<file path="src/sv/mcld_pkg.sv">
`timescale 1ns / 1ps
// Package for the two-box Diophantine solver.
// Holds the operation codes of the shared serial arithmetic unit; no dependencies.
package mcld_pkg;

    typedef enum logic [1:0] {
        OP_DIV = 2'd0,
        OP_MUL = 2'd1,
        OP_MOD = 2'd2
    } t_op;

endpackage

</file>
<file path="src/sv/mcld_serial_unit.sv">
`timescale 1ns / 1ps
// Shared bit-serial arithmetic unit: restoring divide, shift-add multiply and
// modular multiply, one bit per cycle. Depends on mcld_pkg.
module mcld_serial_unit import mcld_pkg::*; #(
    parameter int WIDTH = 32
) (
    input  logic               i_clk,
    input  logic               i_rst_n,
    input  logic               i_start,
    input  t_op                i_op,
    input  logic [WIDTH-1:0]   i_x,
    input  logic [WIDTH-1:0]   i_y,
    input  logic [WIDTH-1:0]   i_m,
    output logic               o_done,
    output logic [WIDTH-1:0]   o_lo,
    output logic [WIDTH-1:0]   o_hi
);
    localparam int CW = $clog2(WIDTH);

    logic               r_busy;
    logic               r_done;
    logic [CW-1:0]      r_cnt;
    t_op                r_op;
    logic [WIDTH-1:0]   r_x;
    logic [WIDTH-1:0]   r_y;
    logic [WIDTH-1:0]   r_m;
    logic [2*WIDTH-1:0] r_acc;

    logic [2*WIDTH-1:0] n_acc;
    logic [WIDTH-1:0]   n_y;
    logic [WIDTH:0]     rem_sh, rem_sub, t1, t1r, t2, t2r;
    logic               ge;

    always_comb begin
        rem_sh  = {r_acc[WIDTH-1:0], r_y[WIDTH-1]};
        ge      = rem_sh >= {1'b0, r_m};
        rem_sub = ge ? rem_sh - {1'b0, r_m} : rem_sh;
        // modular: double, reduce, add, reduce
        t1  = {r_acc[WIDTH-1:0], 1'b0};
        t1r = (t1 >= {1'b0, r_m}) ? t1 - {1'b0, r_m} : t1;
        t2  = t1r + (r_y[WIDTH-1] ? {1'b0, r_x} : '0);
        t2r = (t2 >= {1'b0, r_m}) ? t2 - {1'b0, r_m} : t2;
        n_y = {r_y[WIDTH-2:0], 1'b0};
        case (r_op)
            OP_DIV: begin
                n_acc = {{WIDTH{1'b0}}, rem_sub[WIDTH-1:0]};
                n_y   = {r_y[WIDTH-2:0], ge};
            end
            OP_MUL: begin
                n_acc = {r_acc[2*WIDTH-2:0], 1'b0}
                      + (r_y[WIDTH-1] ? {{WIDTH{1'b0}}, r_x} : '0);
            end
            OP_MOD: begin
                n_acc = {{WIDTH{1'b0}}, t2r[WIDTH-1:0]};
            end
            default: begin
                n_acc = r_acc;
            end
        endcase
    end

    always_ff @(posedge i_clk) begin
        if (!i_rst_n) begin
            r_busy <= 1'b0;
            r_done <= 1'b0;
            r_cnt  <= '0;
            r_op   <= OP_DIV;
        end else begin
            r_done <= 1'b0;
            if (i_start) begin
                r_busy <= 1'b1;
                r_cnt  <= CW'(WIDTH - 1);
                r_op   <= i_op;
            end else if (r_busy) begin
                r_cnt <= r_cnt - 1'b1;
                if (r_cnt == '0) begin
                    r_busy <= 1'b0;
                    r_done <= 1'b1;
                end
            end
        end
    end

    always_ff @(posedge i_clk) begin
        if (i_start) begin
            r_x   <= i_x;
            r_y   <= (i_op == OP_DIV) ? i_x : i_y;
            r_m   <= i_m;
            r_acc <= '0;
        end else if (r_busy) begin
            r_y   <= n_y;
            r_acc <= n_acc;
        end
    end

    assign o_done = r_done;
    assign o_lo   = (r_op == OP_DIV) ? r_y : r_acc[WIDTH-1:0];
    assign o_hi   = (r_op == OP_DIV) ? r_acc[WIDTH-1:0] : r_acc[2*WIDTH-1:WIDTH];

endmodule

</file>
<file path="src/sv/min_cost_linear_diophantine.sv">
`timescale 1ns / 1ps
// Top level of the cheapest two-box exact-fill solver.
// Uses mcld_pkg and mcld_serial_unit.
//
// One transaction in gives total, and cost and capacity of two box kinds; one
// transaction out gives found and the two counts of the cheapest exact fill
// (both counts 0 when found is 0). Extended Euclid on the capacities gives the
// gcd g and Bezout coefficients; g must divide total, then the fewest boxes of
// kind one is taken when cost_one*cap_two >= cost_two*cap_one, else the fewest
// of kind two. All arithmetic runs through one bit-serial unit: each Euclid
// step is one divide and two multiplies (up to about 46 steps at WIDTH = 32),
// followed by up to thirteen more operations and one normalisation state.
// Input ready is high only while the block is idle; the result is held in
// output registers until taken.
module min_cost_linear_diophantine import mcld_pkg::*; #(
    parameter int WIDTH = 32
) (
    input  logic             i_clk,
    input  logic             i_rst_n,
    input  logic             i_valid,
    output logic             o_ready,
    input  logic [WIDTH-1:0] i_total,
    input  logic [WIDTH-1:0] i_cost_one,
    input  logic [WIDTH-1:0] i_cap_one,
    input  logic [WIDTH-1:0] i_cost_two,
    input  logic [WIDTH-1:0] i_cap_two,
    output logic             o_valid,
    input  logic             i_ready,
    output logic             o_found,
    output logic [WIDTH-1:0] o_count_one,
    output logic [WIDTH-1:0] o_count_two
);
    localparam int SW = WIDTH + 2;   // signed Bezout coefficients

    typedef enum logic [18:0] {
        S_IDLE   = 19'b0000000000000000001,
        S_E_DIV  = 19'b0000000000000000010,
        S_E_MS   = 19'b0000000000000000100,
        S_E_MT   = 19'b0000000000000001000,
        S_N_DIV  = 19'b0000000000000010000,
        S_A_DIV  = 19'b0000000000000100000,
        S_B_DIV  = 19'b0000000000001000000,
        S_NORM   = 19'b0000000000010000000,
        S_NQ_DIV = 19'b0000000000100000000,
        S_NX_DIV = 19'b0000000001000000000,
        S_XM     = 19'b0000000010000000000,
        S_XP_MUL = 19'b0000000100000000000,
        S_YH_DIV = 19'b0000001000000000000,
        S_YM     = 19'b0000010000000000000,
        S_YP_MUL = 19'b0000100000000000000,
        S_XH_DIV = 19'b0001000000000000000,
        S_C1_MUL = 19'b0010000000000000000,
        S_C2_MUL = 19'b0100000000000000000,
        S_DONE   = 19'b1000000000000000000
    } t_state;

    t_state           r_state;
    logic             r_go;
    logic [WIDTH-1:0] r_n, r_c1, r_a, r_c2, r_b;
    logic [WIDTH-1:0] r_r0, r_r1, r_q;
    logic [SW-1:0]    r_s0, r_s1, r_t0, r_t1;
    logic [WIDTH-1:0] r_np, r_ap, r_bp, r_xinv, r_yinv, r_u, r_npa, r_npr;
    logic [WIDTH-1:0] r_xlo, r_yhi, r_ylo, r_xhi, r_ph, r_pl;
    logic             r_found;
    logic [WIDTH-1:0] r_cnt1, r_cnt2;

    t_op              u_op;
    logic [WIDTH-1:0] u_x, u_y, u_m, u_lo, u_hi;
    logic             u_done;

    logic [SW-1:0]    s1_mag, t1_mag, prod_s, xv1, xv2, yv1, yv2;
    logic             low_first;

    mcld_serial_unit #(.WIDTH(WIDTH)) u_alu (
        .i_clk   (i_clk),
        .i_rst_n (i_rst_n),
        .i_start (r_go),
        .i_op    (u_op),
        .i_x     (u_x),
        .i_y     (u_y),
        .i_m     (u_m),
        .o_done  (u_done),
        .o_lo    (u_lo),
        .o_hi    (u_hi)
    );

    // operand selection for the shared unit
    always_comb begin
        u_op = OP_DIV;
        u_x  = r_r0;
        u_y  = '0;
        u_m  = r_r1;
        case (r_state)
            S_E_MS:   begin u_op = OP_MUL; u_x = r_q;  u_y = s1_mag[WIDTH-1:0]; end
            S_E_MT:   begin u_op = OP_MUL; u_x = r_q;  u_y = t1_mag[WIDTH-1:0]; end
            S_N_DIV:  begin u_x = r_n;  u_m = r_r0; end
            S_A_DIV:  begin u_x = r_a;  u_m = r_r0; end
            S_B_DIV:  begin u_x = r_b;  u_m = r_r0; end
            S_NQ_DIV: begin u_x = r_np; u_m = r_ap; end
            S_NX_DIV: begin u_x = r_np; u_m = r_bp; end
            S_XM:     begin u_op = OP_MOD; u_x = r_u;   u_y = r_xinv; u_m = r_bp; end
            S_XP_MUL: begin u_op = OP_MUL; u_x = r_ap;  u_y = r_xlo; end
            S_YH_DIV: begin u_x = r_u;  u_m = r_bp; end
            S_YM:     begin u_op = OP_MOD; u_x = r_npr; u_y = r_yinv; u_m = r_ap; end
            S_YP_MUL: begin u_op = OP_MUL; u_x = r_bp;  u_y = r_ylo; end
            S_XH_DIV: begin u_x = r_u;  u_m = r_ap; end
            S_C1_MUL: begin u_op = OP_MUL; u_x = r_c1;  u_y = r_b; end
            S_C2_MUL: begin u_op = OP_MUL; u_x = r_c2;  u_y = r_a; end
            default:  begin u_op = OP_DIV; end
        endcase
    end

    always_comb begin
        s1_mag = r_s1[SW-1] ? -r_s1 : r_s1;
        t1_mag = r_t1[SW-1] ? -r_t1 : r_t1;
        // q*|coef| never exceeds twice the capacity: W+1 bits suffice
        prod_s = {1'b0, u_hi[0], u_lo};
        // bring the Bezout coefficients into [0, b/g) and [0, a/g)
        xv1 = r_s0[SW-1] ? r_s0 + SW'(r_bp) : r_s0;
        xv2 = (xv1 >= SW'(r_bp)) ? xv1 - SW'(r_bp) : xv1;
        yv1 = r_t0[SW-1] ? r_t0 + SW'(r_ap) : r_t0;
        yv2 = (yv1 >= SW'(r_ap)) ? yv1 - SW'(r_ap) : yv1;
        low_first = {r_ph, r_pl} >= {u_hi, u_lo};
    end

    always_ff @(posedge i_clk) begin
        if (!i_rst_n) begin
            r_state <= S_IDLE;
            r_go    <= 1'b0;
        end else begin
            r_go <= 1'b0;
            case (r_state)
                S_IDLE: begin
                    if (i_valid) begin
                        if (i_cap_one == '0 || i_cap_two == '0) begin
                            r_state <= S_DONE;
                        end else begin
                            r_state <= S_E_DIV;
                            r_go    <= 1'b1;
                        end
                    end
                end
                S_E_DIV: if (u_done) begin r_state <= S_E_MS; r_go <= 1'b1; end
                S_E_MS:  if (u_done) begin r_state <= S_E_MT; r_go <= 1'b1; end
                S_E_MT: begin
                    if (u_done) begin
                        r_state <= (r_r1 == '0) ? S_N_DIV : S_E_DIV;
                        r_go    <= 1'b1;
                    end
                end
                S_N_DIV: begin
                    if (u_done) begin
                        if (u_hi != '0) begin
                            r_state <= S_DONE;
                        end else begin
                            r_state <= S_A_DIV;
                            r_go    <= 1'b1;
                        end
                    end
                end
                S_A_DIV: if (u_done) begin r_state <= S_B_DIV; r_go <= 1'b1; end
                S_B_DIV: if (u_done) r_state <= S_NORM;
                S_NORM:   begin r_state <= S_NQ_DIV; r_go <= 1'b1; end
                S_NQ_DIV: if (u_done) begin r_state <= S_NX_DIV; r_go <= 1'b1; end
                S_NX_DIV: if (u_done) begin r_state <= S_XM; r_go <= 1'b1; end
                S_XM: begin
                    if (u_done) begin
                        if (u_lo > r_npa) begin
                            r_state <= S_DONE;   // no nonnegative solution
                        end else begin
                            r_state <= S_XP_MUL;
                            r_go    <= 1'b1;
                        end
                    end
                end
                S_XP_MUL: if (u_done) begin r_state <= S_YH_DIV; r_go <= 1'b1; end
                S_YH_DIV: if (u_done) begin r_state <= S_YM; r_go <= 1'b1; end
                S_YM:     if (u_done) begin r_state <= S_YP_MUL; r_go <= 1'b1; end
                S_YP_MUL: if (u_done) begin r_state <= S_XH_DIV; r_go <= 1'b1; end
                S_XH_DIV: if (u_done) begin r_state <= S_C1_MUL; r_go <= 1'b1; end
                S_C1_MUL: if (u_done) begin r_state <= S_C2_MUL; r_go <= 1'b1; end
                S_C2_MUL: if (u_done) r_state <= S_DONE;
                S_DONE:   if (i_ready) r_state <= S_IDLE;
                default:  r_state <= S_IDLE;
            endcase
        end
    end

    // datapath registers
    always_ff @(posedge i_clk) begin
        case (r_state)
            S_IDLE: begin
                r_n     <= i_total;
                r_c1    <= i_cost_one;
                r_a     <= i_cap_one;
                r_c2    <= i_cost_two;
                r_b     <= i_cap_two;
                r_r0    <= i_cap_one;
                r_r1    <= i_cap_two;
                r_s0    <= SW'(1);
                r_s1    <= '0;
                r_t0    <= '0;
                r_t1    <= SW'(1);
                r_found <= 1'b0;
                r_cnt1  <= '0;
                r_cnt2  <= '0;
            end
            S_E_DIV: if (u_done) begin
                r_q  <= u_lo;
                r_r0 <= r_r1;
                r_r1 <= u_hi;
            end
            S_E_MS: if (u_done) begin
                r_s0 <= r_s1;
                r_s1 <= r_s0 - (r_s1[SW-1] ? -prod_s : prod_s);
            end
            S_E_MT: if (u_done) begin
                r_t0 <= r_t1;
                r_t1 <= r_t0 - (r_t1[SW-1] ? -prod_s : prod_s);
            end
            S_N_DIV:  if (u_done) r_np <= u_lo;
            S_A_DIV:  if (u_done) r_ap <= u_lo;
            S_B_DIV:  if (u_done) r_bp <= u_lo;
            S_NORM: begin
                r_xinv <= xv2[WIDTH-1:0];
                r_yinv <= yv2[WIDTH-1:0];
            end
            S_NQ_DIV: if (u_done) begin
                r_npa <= u_lo;
                r_npr <= u_hi;
            end
            S_NX_DIV: if (u_done) r_u <= u_hi;
            S_XM:     if (u_done) r_xlo <= u_lo;
            S_XP_MUL: if (u_done) r_u <= r_np - u_lo;
            S_YH_DIV: if (u_done) r_yhi <= u_lo;
            S_YM:     if (u_done) r_ylo <= u_lo;
            S_YP_MUL: if (u_done) r_u <= r_np - u_lo;
            S_XH_DIV: if (u_done) r_xhi <= u_lo;
            S_C1_MUL: if (u_done) begin
                r_ph <= u_hi;
                r_pl <= u_lo;
            end
            S_C2_MUL: if (u_done) begin
                r_found <= 1'b1;
                r_cnt1  <= low_first ? r_xlo : r_xhi;
                r_cnt2  <= low_first ? r_yhi : r_ylo;
            end
            default: begin
                r_found <= r_found;
            end
        endcase
    end

    assign o_ready     = (r_state == S_IDLE);
    assign o_valid     = (r_state == S_DONE);
    assign o_found     = r_found;
    assign o_count_one = r_cnt1;
    assign o_count_two = r_cnt2;

endmodule

</file>
<file path="config.mk">
export PLATFORM = sky130hd
export DESIGN_NAME = min_cost_linear_diophantine
export DESIGN_NICKNAME = d
export VERILOG_FILES = /design/src/sv/mcld_pkg.sv /design/src/sv/mcld_serial_unit.sv /design/src/sv/min_cost_linear_diophantine.sv
export SDC_FILE = /design/constraint.sdc
export NUM_CORES = 2
export LEC_CHECK = 0
export BUFFER_PORTS_ARGS = -buffer_cell sky130_fd_sc_hd__buf_2
export CORE_ASPECT_RATIO = 0.8
export CORE_MARGIN = 10
export CORE_UTILIZATION = 60
export CTS_BUF_LIST = sky130_fd_sc_hd__clkbuf_4 sky130_fd_sc_hd__clkbuf_8 sky130_fd_sc_hd__clkbuf_16
export DETAILED_ROUTE_END_ITERATION = 10
export GPL_TIMING_DRIVEN = 1
export PLACE_DENSITY = 0.86
export SLEW_MARGIN = 0
export SYNTH_ARGS = -nofsm -noshare
export SYNTH_HDL_FRONTEND = slang
export SYNTH_SLANG_ARGS = --single-unit
export TNS_END_PERCENT = 20
</file>
<file path="constraint.sdc">
create_clock -name i_clk -period 18.45 [get_ports i_clk]
set_input_delay 3.69 -clock i_clk [delete_from_list [all_inputs] [get_ports i_clk]]
set_output_delay 3.69 -clock i_clk [all_outputs]
set_load 0.02 [all_outputs]
</file>
==> impl_metrics.tcl <==
set metrics [dict create \
    via_per_inst 7.14 \
    ys_seq_area_share_pct 46.4 \
    slew_headroom_pct -5.53 \
    fmax_mhz 93.9 \
    avgSynthCellArea_um2 10.3 \
    worstHoldStart "u_alu.r_acc[54]" \
    drt_iter0_markers 10786 \
    r2r_end "u_alu.r_acc[13]" \
    outcome "finished, violations left" \
    period_share_pct 57.7 \
    netlist_instances 6687 \
    syn_area_um2 68800 \
    ant_nets 0 \
    coreArea_um2 114000 \
    num-nets-final 7512 \
    layout-area-overhead-vs-synth_pct 10.2 \
    cts_root_buf "clkbuf_16" \
    gp_congestion 1.04 \
    p_sw_mw 7.86 \
    drv_cap 1 \
    min_to "u_alu.r_acc[54]" \
    ys_async_sr_fraction_pct 0 \
    wl_per_cell_um 33.4 \
    power_per_cell_area_nw_per_um2 215 \
    track_usage_pct 42.7 \
    slew_violations 2 \
    fin_setup_tns_ns 0 \
    peakVddDrop_mv 0.367 \
    dp_cells 8290 \
    final_common_cell "edfxtp_1" \
    grt_max_degree 111 \
    drt-total-wl_mm 284 \
    drc 0 \
    clock_skew_ns 0.0560 \
    overflow 0 \
    rsz0062_at_grt "false" \
    initial_utilization_pct 60.2 \
    critPathMaxFanout 63 \
    synth_edf_count 1001 \
    nFillCells 8585 \
    dieWidth_um 399 \
    h-tree-depth 3 \
    p_int_mw 8.43 \
    first_global_vias 56348 \
    hold_class "reg2reg" \
    firstDrtPassIters 9 \
    whs_path_depth 2 \
    yosys_register_bits 1094 \
    ios 231 \
    dp_hpwl_mm 217 \
    setup_viol_count_final 0 \
    violations "max-capacitance violations, max-slew violations" \
    clockBufferDepth 3 \
    final_cell_mix "edfxtp_1 (1001), nand2_1 (588), a21oi_1 (470)" \
    clk_latency_ns 0.79 \
    die-area_um2 129000 \
    critical-path-max-stage-delay_ns 1.04 \
    worstSetupPathType "reg2reg" \
    synth_nets 7321 \
    p_comb_share_pct 60.3 \
    r2r_start "u_alu.r_acc[11]" \
    p_sw_share_pct 48.3 \
    die_y_um 323 \
    port_buffers 230 \
    worstMarginPinSlew_ns 1.58 \
    cts_tree "built" \
    worstPathArrival_ns 11.30 \
    layout_min_cycle_time_ns 10.65 \
    clockPowerShare_pct 14.5 \
    whs_ns 0.496 \
    drive_gt1_share_pct 10.9 \
    worstPathRequired_ns 19.10 \
    clock_sinks 1094 \
    seq_power_share_pct 25.2 \
    rows 111 \
    grt_pass1_wl_mm 400 \
    path_clk_slew_ns 0.07 \
    rrSetupSlack_ns 7.80 \
    routed-via-count 60745 \
    startpoint_type "register" \
    grt_antenna_before_repair 12 \
    report.final.hold_viol_count 0 \
    critPathSlowestCell "nor4_1" \
    yosys_warnings 0 \
    cp-end-kind "register" \
    synth_flop_cell "edfxtp_1" \
    cts_hold_buf 0 \
    cts_resized 0 \
    cts_buffers 111 \
    worstRegToRegCells 31 \
    synth_cell_type_count 95 \
    p_leak_nw 30.9 \
    cts_setup_buffers 0 \
    final_cells 8508 \
]
per-layer routing:
layer / wire (um) / track usage (%)
met5: 24 / 0
met4: 21700 / 25.5
met3: 46000 / 16.5
met2: 107000 / 56.0
met1: 109000 / 59.0
cell usage after synthesis, types with 62 or more instances:
cell type / number / share of area (%)
o21ai_1: 62 / 0.45
dfxtp_1: 93 / 2.7
xor2_1: 137 / 1.7
edfxtp_1: 1001 / 44
xnor2_1: 328 / 4.2
a21o_1: 261 / 2.8
nand2_1: 593 / 3.2
and2_1: 125 / 1.1
nand4_1: 110 / 1.0
o21ai_0: 321 / 2.3
mux2_2: 86 / 1.4
mux2i_1: 139 / 2.0
nor3_1: 95 / 0.69
ha_1: 458 / 8.3
a221oi_1: 77 / 0.98
clkbuf_1: 259 / 1.4
a22oi_1: 122 / 1.3
nor4_1: 62 / 0.56
nor2b_1: 66 / 0.60
a211oi_1: 65 / 0.71
a21oi_1: 471 / 3.4
nor2_1: 439 / 2.4
inv_1: 305 / 1.7
nand3_1: 110 / 0.80
worst max-delay path, delay by kind of cell (launching register included):
family                   cells  cell delay (ns)
buffers and inverters        2             0.72
AND/OR/NAND/NOR              9             3.88
flip-flops                   1             0.43
adder cells (fa/ha/maj)      3             1.29
AO/OA/AOI/OAI               17             4.15
kinds of logic after synthesis:
group / Yosys count / share of synthesized area, %
compound gates: 1961 / 19.0
simple gates: 1843 / 12.9
flops: 1094 / 46.4
buf+inv: 605 / 3.33
fa+ha+maj: 470 / 8.67
xor+xnor: 465 / 5.92
mux: 249 / 3.85
how the worst max path moves through the flow:
stage                          startpoint               to  slack (ns)  cells past startpoint
after floorplan                r_state[1]          o_ready        9.54                      7
after global placement    u_alu.r_acc[19]   u_alu.r_acc[9]        8.39                     31
after detailed placement  u_alu.r_acc[11]   u_alu.r_acc[9]        8.29                     31
after CTS                 u_alu.r_acc[11]  u_alu.r_acc[12]        8.20                     31
after global routing      u_alu.r_acc[11]  u_alu.r_acc[16]        7.30                     31
final                     u_alu.r_acc[11]  u_alu.r_acc[13]        7.80                     31
power groups by stage:
stage               Sequential, mW  Combinational, mW  Clock [mW]
detailed placement            4.11               9.34           0
floorplan                     4.03               6.48           0
CTS                           4.07               9.44        2.34
global route                  4.13               10.5        2.44
finish                        4.11               9.82        2.35
global placement              4.09               9.21           0
final cells by class:
cell class | count | area (um2) | share of cell area (%)
Antenna cell | 7 | 17.5 | 0.0231
Timing Repair Buffer | 372 | 2230 | 2.94
Tap cell | 1525 | 1910 | 2.52
Clock inverter | 85 | 827 | 1.09
Inverter | 311 | 1170 | 1.55
Multi-Input combinational cell | 4988 | 34900 | 46.0
Clock buffer | 126 | 2890 | 3.81
Sequential cell | 1094 | 31900 | 42.1
registers in the layout (all words and copies together) (netlist names), 34 cells and up:
register,count
r_s0,34
r_s1,34
r_t0,34
r_t1,34
u_alu.r_acc,64
metrics by stage:
stage	total power [mW]	worst slack, ns	util (%)	area (um2)
after global routing	17.0	7.30	66.4	75900
after floorplan	10.5	9.54	-	68800
after global placement	13.3	8.39	63.1	72100
after CTS	15.9	8.20	66.4	75800
final	16.3	7.80	66.4	75900
after detailed placement	13.5	8.29	63.1	72100
No activity file was read; power rests on OpenSTA's default activity.
